## src/rtl/hpt_pkg.sv

```systemverilog
// ----------------------------------------------------------------------------
// hpt_pkg
// Shared types and constants of the homogeneous point transform unit.
// ----------------------------------------------------------------------------
package hpt_pkg;

    localparam int Q_W       = 32;
    localparam int FRAC_W    = 16;
    localparam int PROD_W    = 2 * Q_W;
    localparam int SUM_W     = PROD_W + 2;
    localparam int RND_W     = SUM_W - FRAC_W;
    localparam int ROWS      = 4;
    localparam int COLS      = 3;
    localparam int NUM_REGS  = 8;
    localparam int REG_W     = 64;
    localparam int CFG_IDX_W = 4;

    typedef logic signed [Q_W-1:0]    q16_t;
    typedef logic [CFG_IDX_W-1:0]     cfg_idx_t;
    typedef logic [REG_W-1:0]         cfg_word_t;
    typedef cfg_word_t [NUM_REGS-1:0] cfg_bank_t;

    // register index codes
    localparam cfg_idx_t REG_R0_A = cfg_idx_t'(0);
    localparam cfg_idx_t REG_R0_B = cfg_idx_t'(1);
    localparam cfg_idx_t REG_R1_A = cfg_idx_t'(2);
    localparam cfg_idx_t REG_R1_B = cfg_idx_t'(3);
    localparam cfg_idx_t REG_R2_A = cfg_idx_t'(4);
    localparam cfg_idx_t REG_R2_B = cfg_idx_t'(5);
    localparam cfg_idx_t REG_R3_A = cfg_idx_t'(6);
    localparam cfg_idx_t REG_R3_B = cfg_idx_t'(7);

    // identity matrix, 1.0 on the diagonal
    localparam cfg_word_t ONE_LO  = cfg_word_t'(64'h0000_0000_0001_0000);
    localparam cfg_word_t ONE_HI  = cfg_word_t'(64'h0001_0000_0000_0000);
    localparam cfg_word_t ZERO_WD = cfg_word_t'(64'h0);
    localparam cfg_bank_t COEF_RESET = {ONE_HI, ZERO_WD, ONE_LO, ZERO_WD,
                                        ZERO_WD, ONE_HI, ZERO_WD, ONE_LO};

    localparam logic signed [SUM_W-1:0] ROUND_HALF = SUM_W'(1) <<< (FRAC_W - 1);
    localparam q16_t Q_MAX = {1'b0, {(Q_W-1){1'b1}}};
    localparam q16_t Q_MIN = {1'b1, {(Q_W-1){1'b0}}};

    typedef struct packed {
        logic en1;
        logic en2;
        logic en3;
    } pipe_ctrl_t;

endpackage

```

## src/rtl/hpt_cfg.sv

```systemverilog
// ----------------------------------------------------------------------------
// hpt_cfg
// Coefficient register bank, written through the configuration channel.
// ----------------------------------------------------------------------------
module hpt_cfg
(
    input  logic               clk,
    input  logic               rst_n,
    input  logic               cfg_valid,
    output logic               cfg_ready,
    input  hpt_pkg::cfg_idx_t  cfg_index,
    input  hpt_pkg::cfg_word_t cfg_data,
    output hpt_pkg::cfg_bank_t bank
);
    import hpt_pkg::*;

    cfg_bank_t bank_reg;

    assign cfg_ready = 1'b1;
    assign bank      = bank_reg;

    always_ff @(posedge clk or negedge rst_n)
    begin
        if (!rst_n)
        begin
            bank_reg <= COEF_RESET;
        end
        else if (cfg_valid)
        begin
            unique case (cfg_index)
                REG_R0_A, REG_R0_B, REG_R1_A, REG_R1_B,
                REG_R2_A, REG_R2_B, REG_R3_A, REG_R3_B:
                begin
                    bank_reg[cfg_index[2:0]] <= cfg_data;
                end
                default:
                begin
                    // index beyond the bank is dropped
                end
            endcase
        end
    end

endmodule

```

## config.mk

```make
export PLATFORM = sky130hd
export DESIGN_NAME = hpt_cfg
export DESIGN_NICKNAME = d
export VERILOG_FILES = /design/src/rtl/hpt_pkg.sv /design/src/rtl/hpt_cfg.sv
export SDC_FILE = /design/constraint.sdc
export NUM_CORES = 1
export LEC_CHECK = 0
export ABC_AREA = 1
export BUFFER_PORTS_ARGS = -buffer_cell sky130_fd_sc_hd__buf_2
export CAP_MARGIN = 20
export CORE_MARGIN = 2
export CORE_UTILIZATION = 40
export DETAILED_ROUTE_END_ITERATION = 10
export PLACE_DENSITY_LB_ADDON = 0.25
export SYNTH_ARGS = -nofsm -noshare
export SYNTH_HDL_FRONTEND = slang
export SYNTH_SLANG_ARGS = --single-unit
```

## constraint.sdc

```tcl
create_clock -name clk -period 0.8 [get_ports clk]
set_input_delay 0.16 -clock clk [delete_from_list [all_inputs] [get_ports clk]]
set_output_delay 0.16 -clock clk [all_outputs]
set_load 0.1 [all_outputs]
```

==> results of run 1 <==
-- synth_stat cells, drive strengths merged --
library cell,count,area share
clkbuf,35,0.0066
nand3,263,0.067
dfstp,4,0.0052
inv,6,0.0011
nor2,11,0.0043
buf,159,0.041
conb,1,0.00019
nand2,1286,0.24
dfrtp,508,0.63
-- path summary, 6_finish.rpt --
check	end	slack [ps]	cells after the start
min in group clk	bank[128]	180	6
setup reg to reg	bank[143]	-180	4
max in group asynchronous	bank[486]	80	4
hold reg to reg	bank[344]	550	2
hold / removal	bank[205]	20	2
setup / recovery	bank[176]	-770	1
-- layer usage --
metal  up-vias  part of all wire  GRT usage  routed length (um)
li1       8395                 -          -                   -
met5         -                 0          0                   0
met2      1406              0.47     0.5269               42250
met1     10040              0.35     0.3987               31400
met3       411              0.11    0.09450                9708
met4         0             0.071     0.2075                6408
-- final cells by class --
type	instances	area share
Tap cell	672	0.02231
Multi-Input combinational cell	1561	0.1750
Inverter	6	0.001029
Sequential cell	512	0.3911
Antenna cell	2	0.0001328
Clock inverter	8	0.001892
Clock buffer	86	0.04193
Timing Repair Buffer	856	0.3666
-- metrics by stage --
| step | hold WS [ps] | setup TNS [ps] | instances | setup slack, ps |
|---|---|---|---|---|
| floorplan | -135.6 | -133470 | 2273 | -329.7 |
| global route | 10.84 | -334750 | 3701 | -796.2 |
| global placement | -32.56 | -239310 | 3447 | -506.9 |
| detailed placement | -31.41 | -262850 | 3447 | -572.1 |
| finish | 19.10 | -318920 | 3703 | -770.4 |
| CTS | 126.1 | -326940 | 3653 | -787.2 |
-- timing repair --
action                     4_1_cts  5_1_grt
pin swaps                        4       30
setup buffers                   46       74
hold buffers                    66        0
setup endpoints to repair      516      660
cloned                           0        2
resized for setup               70      102
hold endpoints to repair      1017        0
-- power by group through the flow --
stage / sequential, uW / clock [uW] / combinational, uW
global route: 41900 / 25300 / 76200
finish: 41400 / 24300 / 74700
detailed placement: 41400 / 0 / 71600
floorplan: 77600 / 0 / 4860
global placement: 41200 / 0 / 70900
CTS: 41100 / 24200 / 73100
-- kinds of logic (layout without fill, tap and decap cells) --
family | after synthesis | in the layout | synth area share
flip-flops | 512 | 512 | 0.6393
buffers and inverters | 200 | 956 | 0.04830
AND/OR/NAND/NOR | 1560 | 1560 | 0.3122
other | 1 | 3 | 0.0001870
==> results.ini, run 1 <==
[placed_design]
dp_hpwl_um=56960
routabilityCongestion=0.8692
place_area_um2=34150
port_buffers=582

[routing]
postRouteAntennaNets=0
vias_per_cell=5.468
firstDrtPassIters=9
routed-via-count=20250
drc=0
wire_per_inst_um=24.24
routed_wl_um=89770
drtIter0Drc=2357

[sta]
max_clock_freq_ghz=0.6368
final_max_slew_viol_count=0
rsz0062_at_grt=yes
worst_slack_ps=-770.4
finClkSkew_ps=0
fin_crit_sh=1.963
hold_viol=0
setup_viol=600
period_needed_ps=1570

[final_layout]
fillers=2870
multi_input_area_um2=6596
drive_gt1_frac=0.4873
final_common_cell=nand2_1
seq_area_um2=14740
fin_nets=3061
largest_reg_flops=512
area_growth_pct=87.97
layout_common_cells=1211 x nand2_1, 568 x buf_12, 508 x dfrtp_4
utilization=0.7558
final_area_um2=37690

[critical_path]
crit_path_end_kind=output port
cpLargestDelayFamily=flip-flops
cp-start-kind=flip-flop
path_cells=buf_12
crit_fanout=2
cp-startpoint=bank[176]
required_ps=640
r2r-start=bank[143]
critPathMaxStageDelay_ps=640
critPathKind=flip-flop to output port
worst-path-buf-inv=1
cp_slowest_cell=dfstp_4
critPathArrivalTime_ps=1410

[power]
p_int_uw=73440
pwr-share-seq=0.295
p_leak_uw=0.01742
power_frac_comb=0.532
swShare=0.4767
power.density_nw_per_um2=3724
p_clk_frac=0.173
ir_drop_mv=2.603
power_switching_uw=66900
totalPowerFinal_uw=140300

[cts]
cts_made_buffers=53
h-tree-depth=2
clk_pin_slew_ps=60
root_buffer=clkbuf_16
clk_path_buf_depth=3
clock_sinks=512
cts_tree=built
clkLatencyLatePin_ps=580

[logic_synthesis]
syn_area_per_cell_um2=8.821
ys_seq_elements=512
syn-instance-count=2273
yosysSeqAreaShare=0.6393
netlist_area_um2=20050
yosys_warnings=0
syn-num-nets=2344
synth_cell_types=15

[floorplanning]
ios=584
die_width_um=227.9
die_area_um2=51930
rows=82
start_util=0.4021
core_um2=49860
dieHeight_um=227.9

[status]
outcome=finished with violations
violations=negative setup slack

[global_routing]
antenna_found_initial=0
grt_pass1_wl_um=131300
grt_usage=0.3313
grt_max_degree=45
grt-ovfl-total=0
grt_pass1_vias=20910

[worst_hold_path]
min_path_type=primary input to async pin

[run]
maxCapViolCount=0

(Power assumes the default switching activity.)
==> run 2: changes to the inputs <==
CELL_PAD_IN_SITES_DETAIL_PLACEMENT = 1   (was unset)
CELL_PAD_IN_SITES_GLOBAL_PLACEMENT = 2   (was unset)
CORE_UTILIZATION = 27   (was 40)
==> results.ini, run 2 (synthesis gave the netlist of run 1 again) <==
[power]
p_leak_uw=0.01748
ir_drop_mv=2.014
power.density_nw_per_um2=3751

[sta]
hold_viol=0
finClkSkew_ps=0
tns_ps=-331620
worst_slack_ps=-785.2
rsz0062_at_grt=yes
max_clock_freq_ghz=0.6308
setup_viol=575
period_needed_ps=1585
holdWs_ps=146.6
final_max_slew_viol_count=0
fin_crit_sh=1.981

[floorplanning]
die_width_um=276.5
dieHeight_um=276.5
rows=99
core_um2=73210
ios=584
start_util=0.2739
die_area_um2=76450

[routing]
drc=0
postRouteAntennaNets=0
wire_per_inst_um=23.58
drtIter0Drc=959
routed-via-count=18520
vias_per_cell=4.651
firstDrtPassIters=5
routed_wl_um=93860

[cts]
cts_made_buffers=60
clkLatencyLatePin_ps=620
cts_tree=built
h-tree-depth=2
clock_sinks=512
clk_pin_slew_ps=60
root_buffer=clkbuf_16
clk_path_buf_depth=3

[status]
violations=negative setup slack
outcome=finished with violations

[global_routing]
antenna_found_initial=1
grt_pass1_vias=20210
grt_max_degree=43
grt-ovfl-total=0
grt_pass1_wl_um=140100
grt_usage=0.2431

[placed_design]
dp_hpwl_um=65620
routabilityCongestion=0.7998
place_ws_ps=-603.8
port_buffers=582
place_inst=3737

[final_layout]
layout_common_cells=1244 x nand2_1, 569 x buf_12, 508 x dfrtp_4
fillers=7546
largest_reg_flops=512
fin_nets=3047
fin_cells=3981
final_common_cell=nand2_1
diodes=0
drive_gt1_frac=0.4785
area_growth_pct=89.69

[critical_path]
crit_path_end_kind=output port
cpLargestDelayFamily=flip-flops
cp-start-kind=flip-flop
path_cells=buf_12
critPathMaxStageDelay_ps=630
critPathArrivalTime_ps=1430
cp_slowest_cell=dfstp_4
reg2reg_depth=4
critPathKind=flip-flop to output port
required_ps=640
worst-path-buf-inv=1
crit_fanout=2
cp.depth=1

[worst_hold_path]
min_path_type=primary input to async pin

[run]
maxCapViolCount=0

==> run 2: what timing repair did <==
item	in CTS	in global routing
hold buffers	65	0
endpoints found under the setup margin	515	601
endpoints found under the hold margin	1024	0
buffers inserted	33	52
pin swaps	1	33
cloned	0	2
resized for setup	42	58
==> run 2: area by class of cell <==
cell class / count / area (um^2) / area share
flip-flops and latches: 512 / 14740 / 0.3875
repair buffers: 835 / 13580 / 0.3571
multi-input cells: 1561 / 6474 / 0.1702
clock buffers: 89 / 1812 / 0.04764
well taps: 959 / 1200 / 0.03155
clock inverters: 19 / 187.7 / 0.004935
inverters: 6 / 38.79 / 0.001020
==> run 2: final timing paths <==
path	from	endpoint	slack, ps
min	rst_n	bank[333]	150
max reg2reg	bank[78]	bank[78]	-170
min in group clk	cfg_index[3]	bank[402]	150
min reg2reg	bank[452]	bank[452]	550
max in group asynchronous	rst_n	bank[477]	130
max	bank[176]	bank[176]	-790
==> run 2: per-layer routing <==
metal,wire length (um),share of wire,global-route usage,vias up
li1,-,-,-,8372
met3,6322,0.067,0.06743,132
met5,7,0.000075,0,-
met4,2417,0.026,0.06305,2
met2,46000,0.49,0.4099,496
met1,39110,0.42,0.3065,9515
==> run 2: power by group <==
group / total [uW] / internal (uW) / switching (uW)
logic: 73500 / 24400 / 49000
clock network: 27800 / 16500 / 11300
registers: 41400 / 34700 / 6640
total: 143000 / 75700 / 67000
==> run 2: metrics by stage <==
stage,power [uW],cell area [um^2],util
after floorplan,82450,22320,-
after global placement,112900,34540,0.4718
after detailed placement,113800,34540,0.4718
after CTS,143000,37580,0.5133
after global routing,146900,38030,0.5195
final,142700,38030,0.5195
==> run 3: changes to the inputs <==
--- a/config.mk
+++ b/config.mk
@@ -8,5 +8,5 @@
 export ABC_AREA = 1
 export BUFFER_PORTS_ARGS = -buffer_cell sky130_fd_sc_hd__buf_2
-export CAP_MARGIN = 20
+export CAP_MARGIN = 30
 export CELL_PAD_IN_SITES_DETAIL_PLACEMENT = 1
 export CELL_PAD_IN_SITES_GLOBAL_PLACEMENT = 2
@@ -14,4 +14,5 @@
 export CORE_UTILIZATION = 27
 export DETAILED_ROUTE_END_ITERATION = 10
+export GPL_ROUTABILITY_DRIVEN = 1
 export PLACE_DENSITY_LB_ADDON = 0.25
 export SYNTH_ARGS = -nofsm -noshare
==> constraint.sdc (replaced) <==
create_clock -name clk -period 0.8 [get_ports clk]
set_input_delay 0.08 -clock clk [delete_from_list [all_inputs] [get_ports clk]]
set_output_delay 0.08 -clock clk [all_outputs]
set_load 0.1 [all_outputs]
==> results.ini, run 3 (synthesis gave the netlist of run 1 again) <==
[global_routing]
grt_util_met2=0.4035
gr-usage-met3=0.07047
grt-ovfl-total=0
grt_max_degree=84
grt_pass1_wl_um=136700
antenna_found_initial=1
grt_usage=0.2391
grt_pass1_vias=20110
grt.met1_usage=0.2930
grt_busiest_layer=met2

[placed_design]
place_area_um2=33410
place_inst=3734
dp_hpwl_um=64570
place_ws_ps=-559.6
routabilityCongestion=0.8086
port_buffers=582

[sta]
final_max_slew_viol_count=0
worst_slack_ps=-720.4
finClkSkew_ps=0
rsz0062_at_grt=yes
setup_viol=520
hold_viol=0
fin_crit_sh=1.901
period_needed_ps=1520
max_clock_freq_ghz=0.6577

[final_layout]
area_growth_pct=82.49
fin_cells=3962
fin_nets=3028
final_common_cell=nand2_1
drive_gt1_frac=0.4687
largest_reg_flops=512
layout_common_cells=1256 x nand2_1, 567 x buf_12, 439 x dfrtp_2
fillers=7688
utilization=0.4998
final_area_um2=36590

[critical_path]
critPathMaxStageDelay_ps=650
critPathKind=flip-flop to output port
cp-start-kind=flip-flop
worst-path-buf-inv=1
cpLargestDelayFamily=flip-flops
path_cells=buf_12
crit_fanout=2
required_ps=720
cp_slowest_cell=dfstp_4
critPathArrivalTime_ps=1440
crit_path_end_kind=output port

[floorplanning]
die_area_um2=76450
core_um2=73210
ios=584
start_util=0.2739
die_width_um=276.5
rows=99
dieHeight_um=276.5

[power]
p_clk_frac=0.195
power_frac_comb=0.524
totalPowerFinal_uw=139200
p_leak_uw=0.01734
swShare=0.4770
ir_drop_mv=2.173
pwr-share-seq=0.281
p_int_uw=72810
power_switching_uw=66410
power.density_nw_per_um2=3805

[status]
violations=negative setup slack
outcome=finished with violations

[routing]
firstDrtPassIters=5
routed-via-count=18310
routed_wl_um=91500
wire_per_inst_um=23.09
postRouteAntennaNets=0
vias_per_cell=4.621
drc=0
drtIter0Drc=1065

[cts]
h-tree-depth=2
clkLatencyLatePin_ps=610
cts_made_buffers=58
clk_pin_slew_ps=60
root_buffer=clkbuf_16
clock_sinks=512
clk_path_buf_depth=3
cts_tree=built

[worst_hold_path]
min_path_type=primary input to async pin

[run]
maxCapViolCount=0

## run 3: area by class of cell
cell class,instances,area [um^2],share of cell area
multi-input cells,1561,6449,0.1762
inverters,6,38.79,0.001060
clock inverters,12,123.9,0.003385
repair buffers,818,13320,0.3640
clock buffers,93,1817,0.04965
flip-flops and latches,512,13640,0.3728
well taps,959,1200,0.03279
diodes,1,2.502,0.00006839
## run 3: what timing repair did
item                                   in CTS  in global routing
buffers inserted                           32                 26
setup endpoints to repair                 515                536
gates resized for setup                     2                 49
endpoints found under the hold margin    1024                  0
hold buffers                               66                  0
pin swaps                                   0                 10
## run 3: path summary, 6_finish.rpt
path / slack, ps / from / endpoint / cells after the start
max: -720 / bank[16] / bank[16] / 1
min: 80 / rst_n / bank[294] / 3
max reg2reg: -80 / bank[438] / bank[438] / 4
min reg2reg: 510 / bank[306] / bank[306] / 2
max in group asynchronous: 130 / rst_n / bank[448] / 3
min in group clk: 100 / cfg_index[1] / bank[27] / 5
## run 3: metrics by stage
step	setup TNS [ps]	hold WS [ps]
after floorplan	-123020	-215.6
after global placement	-236520	-101.9
after detailed placement	-252710	-102.2
after CTS	-278540	47.84
after global routing	-278440	81.72
final	-256120	80.77
## run 3: power groups by stage
stage	clock [uW]	sequential (uW)	combinational, uW
after floorplan	0	74900	4860
after global placement	0	39300	71300
after detailed placement	0	39500	72000
after CTS	27800	39100	72800
after global routing	28700	39800	74900
final	27100	39100	73000
## run 3: layer usage
| metal | part of all wire | wire length (um) |
|---|---|---|
| met5 | 0 | 0 |
| met3 | 0.069 | 6320 |
| met1 | 0.40 | 36980 |
| met4 | 0.032 | 2886 |
| met2 | 0.50 | 45310 |
