[config.mk]
export PLATFORM = sky130hd
export DESIGN_NAME = hpt_merge
export DESIGN_NICKNAME = d
export VERILOG_FILES = /design/src/rtl/hpt_pkg.sv /design/src/rtl/hpt_merge.sv
export SDC_FILE = /design/constraint.sdc
export NUM_CORES = 1
export LEC_CHECK = 0
export ABC_AREA = 1
export BUFFER_PORTS_ARGS = -buffer_cell sky130_fd_sc_hd__buf_2
export CORE_MARGIN = 3
export CORE_UTILIZATION = 41
export DETAILED_ROUTE_END_ITERATION = 16
export GPL_TIMING_DRIVEN = 0
export HOLD_SLACK_MARGIN = 0.12
export PLACE_DENSITY = 0.75
export SLEW_MARGIN = 10
export SYNTH_ARGS = -nofsm -noshare
export SYNTH_HDL_FRONTEND = slang
export SYNTH_SLANG_ARGS = --single-unit
[constraint.sdc]
create_clock -name clk -period 2.8 [get_ports clk]
set_input_delay 0.42 -clock clk [delete_from_list [all_inputs] [get_ports clk]]
set_output_delay 0.42 -clock clk [all_outputs]
set_load 0.01 [all_outputs]
[src/rtl/hpt_pkg.sv]
// ----------------------------------------------------------------------------
// hpt_pkg
// Shared types and constants of the homogeneous point transform unit.
// ----------------------------------------------------------------------------
package hpt_pkg;

    localparam int Q_W       = 32;
    localparam int FRAC_W    = 16;
    localparam int PROD_W    = 2 * Q_W;
    localparam int SUM_W     = PROD_W + 2;
    localparam int RND_W     = SUM_W - FRAC_W;
    localparam int ROWS      = 4;
    localparam int COLS      = 3;
    localparam int NUM_REGS  = 8;
    localparam int REG_W     = 64;
    localparam int CFG_IDX_W = 4;

    typedef logic signed [Q_W-1:0]    q16_t;
    typedef logic [CFG_IDX_W-1:0]     cfg_idx_t;
    typedef logic [REG_W-1:0]         cfg_word_t;
    typedef cfg_word_t [NUM_REGS-1:0] cfg_bank_t;

    // register index codes
    localparam cfg_idx_t REG_R0_A = cfg_idx_t'(0);
    localparam cfg_idx_t REG_R0_B = cfg_idx_t'(1);
    localparam cfg_idx_t REG_R1_A = cfg_idx_t'(2);
    localparam cfg_idx_t REG_R1_B = cfg_idx_t'(3);
    localparam cfg_idx_t REG_R2_A = cfg_idx_t'(4);
    localparam cfg_idx_t REG_R2_B = cfg_idx_t'(5);
    localparam cfg_idx_t REG_R3_A = cfg_idx_t'(6);
    localparam cfg_idx_t REG_R3_B = cfg_idx_t'(7);

    // identity matrix, 1.0 on the diagonal
    localparam cfg_word_t ONE_LO  = cfg_word_t'(64'h0000_0000_0001_0000);
    localparam cfg_word_t ONE_HI  = cfg_word_t'(64'h0001_0000_0000_0000);
    localparam cfg_word_t ZERO_WD = cfg_word_t'(64'h0);
    localparam cfg_bank_t COEF_RESET = {ONE_HI, ZERO_WD, ONE_LO, ZERO_WD,
                                        ZERO_WD, ONE_HI, ZERO_WD, ONE_LO};

    localparam logic signed [SUM_W-1:0] ROUND_HALF = SUM_W'(1) <<< (FRAC_W - 1);
    localparam q16_t Q_MAX = {1'b0, {(Q_W-1){1'b1}}};
    localparam q16_t Q_MIN = {1'b1, {(Q_W-1){1'b0}}};

    typedef struct packed {
        logic en1;
        logic en2;
        logic en3;
    } pipe_ctrl_t;

endpackage

[src/rtl/hpt_merge.sv]
// ----------------------------------------------------------------------------
// hpt_merge
// Joins the lane results into one transaction and holds the output register.
// ----------------------------------------------------------------------------
module hpt_merge
(
    input  logic          clk,
    input  logic          rst_n,
    input  logic          in_valid,
    input  hpt_pkg::q16_t lane_res [hpt_pkg::COLS],
    input  logic          lane_sat [hpt_pkg::COLS],
    output logic          adv,
    output logic          m_tvalid,
    input  logic          m_tready,
    output logic [95:0]   m_tdata,   // out_x, out_y, out_z
    output logic [0:0]    m_tuser    // overflow
);
    import hpt_pkg::*;

    logic        vo_reg;
    logic [95:0] data_reg;
    logic        ovf_reg;

    assign adv = !vo_reg || m_tready;

    always_ff @(posedge clk or negedge rst_n)
    begin
        if (!rst_n)
        begin
            vo_reg <= 1'b0;
        end
        else if (adv)
        begin
            vo_reg <= in_valid;
        end
    end

    always_ff @(posedge clk)
    begin
        if (adv)
        begin
            data_reg <= {lane_res[2], lane_res[1], lane_res[0]};
            ovf_reg  <= lane_sat[0] || lane_sat[1] || lane_sat[2];
        end
    end

    assign m_tvalid   = vo_reg;
    assign m_tdata    = data_reg;
    assign m_tuser[0] = ovf_reg;

endmodule

==> flow_metrics.env, run 1 <==
export IMPL_status="finished, final reports clean"
export IMPL_ant_nets=0
export IMPL_start_util=0.430
export IMPL_critPathRequiredTime_ns=2.38
export IMPL_topRoutingLayerUsed="met4"
export IMPL_drive_above_1_share=0.678
export IMPL_startpoint_type="register"
export IMPL_nFillCells=569
export IMPL_gp_congestion=0.717
export IMPL_worstSetupPathType="register to primary output"
export IMPL_r2r_start="m_tvalid$_DFFE_PN0P_"
export IMPL_htreeDepth=3
export IMPL_synth_largest_area_cell="edfxtp_1"
export IMPL_p_leak_nw=1.91
export IMPL_critical_path_arrival_ns=1.76
export IMPL_row_count=30
export IMPL_ir_drop_mv=0.435
export IMPL_cp_max_fo=53
export IMPL_clock_latency_ns=0.35
export IMPL_nets=422
export IMPL_ys_flop_type="edfxtp_1"
export IMPL_drt_iter0_markers=69
export IMPL_grt_pass1_wl_um=10400
export IMPL_regToRegSetupSlack_ns=1.26
export IMPL_synth_edf_count=97
export IMPL_synth_area_top_cells="edfxtp_1, dfrtp_1, nand2_2"
export IMPL_yosysTopAreaCellShare=0.981
export IMPL_crit_chain="nand2_4, buf_16, buf_2"
export IMPL_dieArea_sq_um=8300
export IMPL_slowest_stage="nand2_4"
export IMPL_die_x_um=91.1
export IMPL_seq_area_sq_um=2940
export IMPL_synth_top_cells_by_count="edfxtp_1, inv_1, nand2_2"
export IMPL_postLayoutCoreUtil=0.628
export IMPL_die_height_um=91.1
export IMPL_setup_worst_path_start="m_tvalid$_DFFE_PN0P_"
export IMPL_hold_depth=1
export IMPL_cap_violations=0
export IMPL_synth_async_reset_ratio=0.0102
export IMPL_ys_seq_elements=98
export IMPL_core_sq_um=6910
export IMPL_rsz0062_at_grt="no"
export IMPL_yosysSeqAreaShare=0.989
export IMPL_via_per_inst=4.37
export IMPL_drc=0
export IMPL_crit_path_end_kind="primary output"
export IMPL_root_buffer="clkbuf_8"
export IMPL_numCtsBuffers=9
export IMPL_hold_path_endpoint="m_tdata[88]$_DFFE_PP_"
export IMPL_crit_family="buffers and inverters"
export IMPL_m1WireLength_um=2370
export IMPL_synth_most_common_cell="edfxtp_1"
export IMPL_dr_wl_met3_um=836
export IMPL_final_setup_viol_count=0
export IMPL_fmax_mhz=458
export IMPL_min_from="lane_res[24]"
export IMPL_fin_crit_sh=0.779
export IMPL_dr_total_vias=1833
export IMPL_portBuffers=201
export IMPL_grt_start_max_net_pins=54
export IMPL_rr_endpoint="m_tdata[12]$_DFFE_PP_"
export IMPL_grt_ovfl_total=0
export IMPL_powerDensity_nw_per_um2=675
export IMPL_min_path_type="input pin to register"
export IMPL_drt_pass1_iter_count=4
export IMPL_drt_wl_total_um=6900
export IMPL_drv_slew=0
export IMPL_netlist_area_sq_um=2970
export IMPL_clk_pin_slew_ns=0.10
export IMPL_syn_inst=105
export IMPL_diodes=0
export IMPL_ios=202
export IMPL_tritoncts="done"
export IMPL_synth_nets=208
export IMPL_hold_viol=0
export IMPL_max_slew_margin=0.578
export IMPL_area_delta_synth_final_pct=46.0
export IMPL_multi_input_area_sq_um=25.0
export IMPL_syn_avg_cell_area_sq_um=28.3
export IMPL_track_usage=0.168
export IMPL_synth_cell_types=6
export IMPL_r2r_cells=2
export IMPL_dr_wl_met2_um=3620
export IMPL_finClkSkew_ns=0.0145
export IMPL_finalSetupTns_ns=0
export IMPL_tightest_slew_ns=0.633
export IMPL_slowest_delay_ns=0.48
export IMPL_grt_pass1_vias=1928
export IMPL_dp_hpwl_um=5380
export IMPL_critical_path_buf_inv_count=2
export IMPL_grt_antenna_before_repair=0
export IMPL_avgRoutedWirePerCell_um=16.5
export IMPL_yosysWarnings=0
export IMPL_clockBufferDepth=2
export IMPL_holdWs_ns=0.240
export IMPL_clock_sinks=98
export IMPL_period_needed_ns=2.18
worst register-to-register path, stage by stage, from the launching register on:
cell and delay (ns):
dfrtp_1 0.41, nand2_4 0.48, buf_16 0.33
worst max path at each step:
stage	to	slack, ns	depth (start not counted)
5_1_grt	adv	0.47	3
3_3_place_gp	adv	-0.08	4
3_5_place_dp	adv	0.81	5
2_1_floorplan	adv	0.72	2
4_1_cts	adv	0.56	3
6_report	adv	0.62	3
what timing repair did:
action                                 CTS  global route
gates resized for setup                  0             0
endpoints found under the hold margin    1             0
setup endpoints to repair                0             0
buffers inserted                         0             0
hold buffers                             1             0
cells in the final DEF (no fill, tap or decap):
| master | count |
|---|---|
| buf_16 | 1 |
| nand2_4 | 1 |
| nand2_1 | 1 |
| clkbuf_8 | 9 |
| nand2_2 | 1 |
| edfxtp_1 | 97 |
| buf_2 | 201 |
| inv_1 | 3 |
| bufinv_16 | 1 |
| clkinvlp_4 | 2 |
| dlygate4sd3_1 | 1 |
| dfrtp_1 | 1 |
| inv_6 | 2 |
| inv_8 | 1 |
| nor2_1 | 1 |
cells by family after synthesis:
family	after synthesis	synth area share
flops	98	0.989
simple gates	4	0.00674
buf+inv	3	0.00379
per-layer routing:
layer / vias to the layer above / track usage
li1: 843 / -
met5: - / 0
met4: 0 / 0.0616
met3: 6 / 0.0795
met1: 868 / 0.174
met2: 116 / 0.297
registers in the layout, indices dropped and copies added (netlist names):
name      cells
m_tdata      96
m_tuser       1
m_tvalid      1
where the power goes:
| part | internal [mW] | switching, mW |
|---|---|---|
| logic | 0.121 | 0.152 |
| registers | 1.73 | 0.0234 |
| clock network | 0.421 | 0.476 |
| total | 2.27 | 0.651 |
stage by stage:
step	power, mW	setup WS (ns)	std cells	cell area (sq um)
final	2.93	0.619	419	4340
after detailed placement	2.07	0.810	403	4130
after CTS	2.96	0.561	419	4340
after global placement	2.05	-0.0844	402	4100
after floorplan	1.88	0.715	105	2970
after global routing	3.06	0.471	419	4340
cell type report:
cell class,count,area share
clock buffers,9,0.0286
clock inverters,6,0.0170
inverters,3,0.00260
multi-input cells,4,0.00577
flip-flops and latches,98,0.678
well taps,96,0.0277
repair buffers,203,0.241
Note: power is estimated with default switching activity, not from simulation.
==> run 2: changes to the inputs <==
ABC_AREA = 0   (was 1)
clock period = 2.05 ns   (was 2.8 ns; I/O delays follow)
==> run 2 against run 1 <==
Global-route usage up 6.3 points. Cell area up 20%. Area after synthesis down 0.42%. Die area down 0.39%. Non-clock buffer count up 90. First-iteration DRC count up 120%. Utilization up 13 points. Critical path depth down 1. Count of clock-buffer cells in the layout up 1. Synthesized cell count down 3.8%. Sequential power up 37%.
==> flow_metrics.env, run 2 <==
export IMPL_status="finished, final reports clean"
export IMPL_critPathRequiredTime_ns=1.74
export IMPL_startpoint_type="register"
export IMPL_p_comb_frac=0.130
export IMPL_r2r_cells=1
export IMPL_grt_start_max_net_pins=51
export IMPL_internal_power_mw=3.10
export IMPL_grt_pass1_vias=2451
export IMPL_drv_slew=0
export IMPL_final_setup_viol_count=0
export IMPL_finClkSkew_ns=0.0227
export IMPL_drt_wl_total_um=9780
export IMPL_ios=202
export IMPL_numCtsBuffers=9
export IMPL_diodes=0
export IMPL_synth_top_cells_by_count="edfxtp_1, nand2b_1, dfrtp_1, or3_1"
export IMPL_postLayoutCoreUtil=0.755
export IMPL_ir_drop_mv=0.532
export IMPL_die_x_um=90.9
export IMPL_drt_iter0_markers=153
export IMPL_grt_antenna_before_repair=0
export IMPL_powerDensity_nw_per_um2=782
export IMPL_clk_pin_slew_ns=0.11
export IMPL_gp_congestion=0.757
export IMPL_yosysWarnings=0
export IMPL_drc=0
export IMPL_yosysTopAreaCellShare=0.985
export IMPL_max_slew_margin=0.544
export IMPL_avgRoutedWirePerCell_um=19.3
export IMPL_portBuffers=201
export IMPL_cap_violations=0
export IMPL_clock_sinks=98
export IMPL_cts_resized=0
export IMPL_hold_path_endpoint="m_tvalid$_DFFE_PN0P_"
export IMPL_rsz0062_at_grt="no"
export IMPL_min_from="in_valid"
export IMPL_drive_above_1_share=0.532
export IMPL_start_util=0.428
export IMPL_synth_largest_area_cell="edfxtp_1"
export IMPL_worstSetupPathType="register to primary output"
export IMPL_clockBufferDepth=2
export IMPL_p_leak_nw=2.27
export IMPL_crit_path_end_kind="primary output"
export IMPL_grt_ovfl_total=0
export IMPL_rr_endpoint="m_tdata[65]$_DFFE_PP_"
export IMPL_cp_max_fo=25
export IMPL_synth_edf_count=97
export IMPL_area_delta_synth_final_pct=76.4
export IMPL_dr_total_vias=2301
export IMPL_switchingPower_mw=0.981
export IMPL_syn_inst=101
export IMPL_fmax_mhz=579
export IMPL_mostFrequentLayoutCell="buf_2"
export IMPL_clkPwrFrac=0.280
export IMPL_nets=510
export IMPL_critical_path_arrival_ns=1.42
export IMPL_clock_latency_ns=0.36
export IMPL_die_height_um=90.9
export IMPL_tritoncts="done"
export IMPL_holdWs_ns=0.139
export IMPL_finalSetupTns_ns=0
export IMPL_most_common_layout_cells="buf_2, edfxtp_1, dlygate4sd3_1"
export IMPL_via_per_inst=4.53
export IMPL_fin_crit_sh=0.843
export IMPL_drt_pass1_iter_count=4
export IMPL_ys_flop_type="edfxtp_1"
export IMPL_period_needed_ns=1.73
export IMPL_hold_viol=0
export IMPL_syn_avg_cell_area_sq_um=29.3
export IMPL_min_path_type="input pin to register"
export IMPL_dp_cells=398
export IMPL_hold_depth=2
export IMPL_synth_async_reset_ratio=0.0102
export IMPL_synth_most_common_cell="edfxtp_1"
export IMPL_p_seq_frac=0.590
export IMPL_grt_pass1_wl_um=14000
export IMPL_cts_setup_buffers=0
export IMPL_tightest_slew_ns=0.684
export IMPL_regToRegSetupSlack_ns=0.61
export IMPL_largest_reg_flops=96
export IMPL_yosysSeqAreaShare=0.994
export IMPL_synth_cell_types=4
export IMPL_netlist_area_sq_um=2960
export IMPL_synth_area_top_cells="edfxtp_1, dfrtp_1, nand2b_1"
export IMPL_layout_cells_non_filler=508
export IMPL_switching_share=0.240
export IMPL_root_buffer="clkbuf_8"
export IMPL_ant_nets=0
export IMPL_core_sq_um=6910
export IMPL_track_usage=0.231
export IMPL_ys_seq_elements=98
export IMPL_synth_nets=204
export IMPL_dieArea_sq_um=8270
export IMPL_r2r_start="m_tvalid$_DFFE_PN0P_"
export IMPL_nFillCells=430
export IMPL_htreeDepth=3
export IMPL_row_count=30
-- run 2: cell types whose count changed after synthesis, sizes merged --
cell,previous run,this run
or3,0,1
inv,3,0
nand2,3,0
nor2,1,0
nand2b,0,2
-- run 2: layout make-up --
type | instances | area [sq um] | share of cell area
sequential | 98 | 2940 | 0.563
timing repair buffer | 293 | 1930 | 0.369
clock buffer | 10 | 128 | 0.0245
tap | 96 | 120 | 0.0230
clock inverter | 6 | 55.1 | 0.0106
multi-input combinational | 5 | 48.8 | 0.00935
-- run 2: cell families (layout without fill, tap and decap cells) --
group	after synthesis	count (layout)	synth area share
DFF	98	98	0.994
and+or+nand+nor	3	5	0.00635
buffers and inverters	0	309	0
-- run 2: worst max path at each step --
stage | start | endpoint | depth (start not counted)
floorplan | m_tvalid$_DFFE_PN0P_ | m_tdata[0]$_DFFE_PP_ | 1
global placement | m_tready | adv | 3
detailed placement | m_tready | adv | 3
CTS | m_tvalid$_DFFE_PN0P_ | adv | 2
global route | m_tvalid$_DFFE_PN0P_ | adv | 2
finish | m_tvalid$_DFFE_PN0P_ | adv | 2
-- run 2: per-stage QoR --
| stage | instance area (sq um) | worst slack, ns | total power [mW] |
|---|---|---|---|
| finish | 5220 | 0.322 | 4.08 |
| global route | 5220 | 0.232 | 4.23 |
| CTS | 5110 | 0.104 | 4.06 |
| detailed placement | 4090 | 0.0704 | 2.82 |
| global placement | 4090 | 0.106 | 2.80 |
| floorplan | 2960 | 0.496 | 2.57 |
-- run 2: what timing repair did --
action,in CTS,in global routing
pin swaps,0,0
setup endpoints to repair,1,1
hold endpoints to repair,83,9
gates cloned,1,1
hold buffers,83,9
-- run 2: power by group through the flow --
| stage | sequential [mW] | clock (mW) | combinational, mW |
|---|---|---|---|
| 2_1_floorplan | 2.53 | 0 | 0.0390 |
| 3_3_place_gp | 2.44 | 0 | 0.360 |
| 3_5_place_dp | 2.45 | 0 | 0.370 |
| 4_1_cts | 2.40 | 1.16 | 0.500 |
| 5_1_grt | 2.42 | 1.25 | 0.559 |
| 6_report | 2.41 | 1.14 | 0.529 |
-- run 2: worst max-delay path: stages, from the launching register on --
cell and delay [ns]:
dfrtp_1 0.50, nand2b_4 0.35, buf_2 0.21
-- run 2: layer usage --
layer,vias to the layer above,global-route usage,wire (um)
li1,1022,-,-
met1,1115,0.254,3440
met2,149,0.418,5300
met3,15,0.0708,858
met4,0,0.0879,177
met5,-,0,0
==> run 3: changes to the inputs <==
CORE_UTILIZATION = 37   (was 41)
PLACE_DENSITY = 0.72   (was 0.75)
clock period = 1.5 ns   (was 2.05 ns; I/O delays follow)
==> run 3 against run 2 <==
The flow now stops in 4_1_cts. Area after synthesis did not move. Synthesized cell count did not move.
==> flow_metrics.env, run 3 <==
export IMPL_synth_top_cells_by_count="edfxtp_1, nand2b_1, dfrtp_1, or3_1"
export IMPL_cts_setup_buffers=0
export IMPL_yosysWarnings=0
export IMPL_synth_edf_count=97
export IMPL_clockBufferDepth=2
export IMPL_numCtsBuffers=9
export IMPL_root_buffer="clkbuf_8"
export IMPL_gp_congestion=0.724
export IMPL_synth_most_common_cell="edfxtp_1"
export IMPL_cts_resized=3
export IMPL_synth_nets=204
export IMPL_synth_area_top_cells="edfxtp_1, dfrtp_1, nand2b_1"
export IMPL_status="stopped before the end"
export IMPL_ys_seq_elements=98
export IMPL_stop_stage="4_1_cts"
export IMPL_die_x_um=95.4
export IMPL_die_height_um=95.4
export IMPL_firstError="[ERROR RSZ-0060] Max buffer count reached."
export IMPL_netlist_area_sq_um=2960
export IMPL_yosysSeqAreaShare=0.994
export IMPL_start_util=0.395
export IMPL_synth_async_reset_ratio=0.0102
export IMPL_placed_cell_area_sq_um=4090
export IMPL_syn_inst=101
export IMPL_synth_largest_area_cell="edfxtp_1"
export IMPL_clock_sinks=98
export IMPL_row_count=31
export IMPL_portBuffers=201
export IMPL_yosysTopAreaCellShare=0.985
export IMPL_ctsHoldBuffers=101
export IMPL_ios=202
export IMPL_synth_cell_types=4
export IMPL_dp_cells=401
export IMPL_syn_avg_cell_area_sq_um=29.3
export IMPL_htreeDepth=3
export IMPL_ys_flop_type="edfxtp_1"
==> run 3: cell counts after synthesis <==
Identical to the previous run, type by type.
==> run 3: logic make-up after synthesis <==
logic type,share of synthesized area
DFF,0.994
and+or+nand+nor,0.00635
==> run 3: through the flow <==
stage | utilization | TNS (ns) | worst slack (ns)
after floorplan | - | -5.23 | -0.0539
after global placement | 0.547 | -19.22 | -0.324
after detailed placement | 0.547 | -23.68 | -0.368
==> run 4: changes to the inputs <==
CORE_UTILIZATION = 40   (was 37)
HOLD_SLACK_MARGIN = not set   (was 0.12)
PLACE_DENSITY = not set   (was 0.72)
PLACE_DENSITY_LB_ADDON = 0.15   (was not set)
clock period = 1.95 ns   (was 1.5 ns; I/O delays follow)
==> run 4 against run 3 <==
The flow now finishes without violations.
==> flow_metrics.env, run 4 (same netlist as run 2, synthesis figures left out) <==
export IMPL_status="finished, final reports clean"
export IMPL_diodes=0
export IMPL_holdWs_ns=0.107
export IMPL_grt_ovfl_total=0
export IMPL_max_slew_margin=0.200
export IMPL_grt_antenna_before_repair=0
export IMPL_finalInstanceArea_sq_um=4290
export IMPL_dr_total_vias=1797
export IMPL_critical_path_arrival_ns=1.73
export IMPL_clockBufferDepth=2
export IMPL_via_per_inst=4.31
export IMPL_ios=202
export IMPL_slowest_delay_ns=0.88
export IMPL_drt_wl_total_um=6610
export IMPL_period_needed_ns=1.76
export IMPL_ir_drop_mv=0.535
export IMPL_clkPwrFrac=0.278
export IMPL_critical_path_buf_inv_count=0
export IMPL_numCtsBuffers=9
export IMPL_crit_family="simple AND/OR/NAND/NOR gates"
export IMPL_tritoncts="done"
export IMPL_total_power_mw=4.02
export IMPL_core_sq_um=6980
export IMPL_rsz0062_at_grt="no"
export IMPL_switchingPower_mw=0.901
export IMPL_die_height_um=92.0
export IMPL_cts_resized=0
export IMPL_portBuffers=201
export IMPL_critPathRequiredTime_ns=1.92
export IMPL_avgRoutedWirePerCell_um=15.8
export IMPL_grt_start_max_net_pins=51
export IMPL_internal_power_mw=3.12
export IMPL_p_comb_frac=0.095
export IMPL_p_leak_nw=1.88
export IMPL_hold_viol=0
export IMPL_most_common_layout_cells="buf_2, edfxtp_1, clkbuf_8"
export IMPL_worstSetupPathType="register to register"
export IMPL_finalSetupTns_ns=0
export IMPL_nFillCells=566
export IMPL_drive_above_1_share=0.682
export IMPL_crit_chain="nand2b_2"
export IMPL_dieArea_sq_um=8460
export IMPL_gp_congestion=0.728
export IMPL_placed_cell_area_sq_um=4090
export IMPL_grt_pass1_vias=1907
export IMPL_startpoint_type="register"
export IMPL_drc=0
export IMPL_clock_latency_ns=0.35
export IMPL_switching_share=0.224
export IMPL_min_path_type="input pin to register"
export IMPL_drt_pass1_iter_count=4
export IMPL_powerDensity_nw_per_um2=938
export IMPL_drt_iter0_markers=57
export IMPL_crit_path_end_kind="register"
export IMPL_cap_violations=0
export IMPL_die_x_um=92.0
export IMPL_clk_pin_slew_ns=0.10
export IMPL_track_usage=0.154
export IMPL_row_count=30
export IMPL_tightest_slew_ns=1.20
export IMPL_fmax_mhz=569
export IMPL_nets=419
export IMPL_preCtsSetupSlack_ns=0.0195
export IMPL_area_delta_synth_final_pct=44.9
export IMPL_final_setup_viol_count=0
export IMPL_slowest_stage="nand2b_2"
export IMPL_p_seq_frac=0.628
export IMPL_drv_slew=0
export IMPL_htreeDepth=3
export IMPL_setup_ws_ns=0.194
export IMPL_grt_pass1_wl_um=9460
export IMPL_start_util=0.423
export IMPL_cp_max_fo=49
export IMPL_largest_reg_flops=96
export IMPL_fin_crit_sh=0.901
export IMPL_cts_setup_buffers=0
export IMPL_root_buffer="clkbuf_8"
export IMPL_ant_nets=0
export IMPL_clock_sinks=98
export IMPL_finClkSkew_ns=0.0119
export IMPL_mostFrequentLayoutCell="buf_2"
==> run 4: timing repair <==
action                                 4_1_cts  5_1_grt
hold buffers                                 1        0
gates cloned                                 1        1
setup endpoints to repair                    1        1
endpoints found under the hold margin        1        0
==> run 4: per-layer routing <==
layer,global-route usage,part of all wire,up-vias
met1,0.154,0.35,811
met2,0.267,0.49,134
met4,0.0879,0.027,0
met3,0.0673,0.12,13
met5,0,0,-
li1,-,-,839
==> run 4: power groups by stage <==
stage | Clock, mW | Combinational, mW | Sequential (mW)
2_1_floorplan | 0 | 0.0410 | 2.66
3_3_place_gp | 0 | 0.378 | 2.57
3_5_place_dp | 0 | 0.382 | 2.57
4_1_cts | 1.16 | 0.387 | 2.52
5_1_grt | 1.24 | 0.414 | 2.54
6_report | 1.12 | 0.380 | 2.52
==> run 4: metrics by stage <==
stage                     instances  utilization
after floorplan                 101            -
after global placement          398        0.586
after detailed placement        398        0.586
after CTS                       416        0.613
after global routing            417        0.614
final                           417        0.614
==> run 4: cell type report <==
class,count,area [sq um],area share
sequential,98,2940,0.686
timing repair buffer,202,1020,0.237
clock buffer,9,124,0.0289
tap,96,120,0.0280
multi-input combinational,5,43.8,0.0102
clock inverter,7,43.8,0.0102
==> run 4: final timing paths <==
path,startpoint,end,slack (ns),depth (start not counted)
worst min register to register,m_tvalid$_DFFE_PN0P_,m_tdata[40]$_DFFE_PP_,1.02,1
worst max register to register,m_tvalid$_DFFE_PN0P_,m_tdata[17]$_DFFE_PP_,0.19,1
min in group asynchronous,rst_n,m_tvalid$_DFFE_PN0P_,0.23,2
worst min-delay path,lane_res[66],m_tdata[2]$_DFFE_PP_,0.11,1
max in group asynchronous,rst_n,m_tvalid$_DFFE_PN0P_,1.64,2
worst max-delay path,m_tvalid$_DFFE_PN0P_,m_tdata[17]$_DFFE_PP_,0.19,1
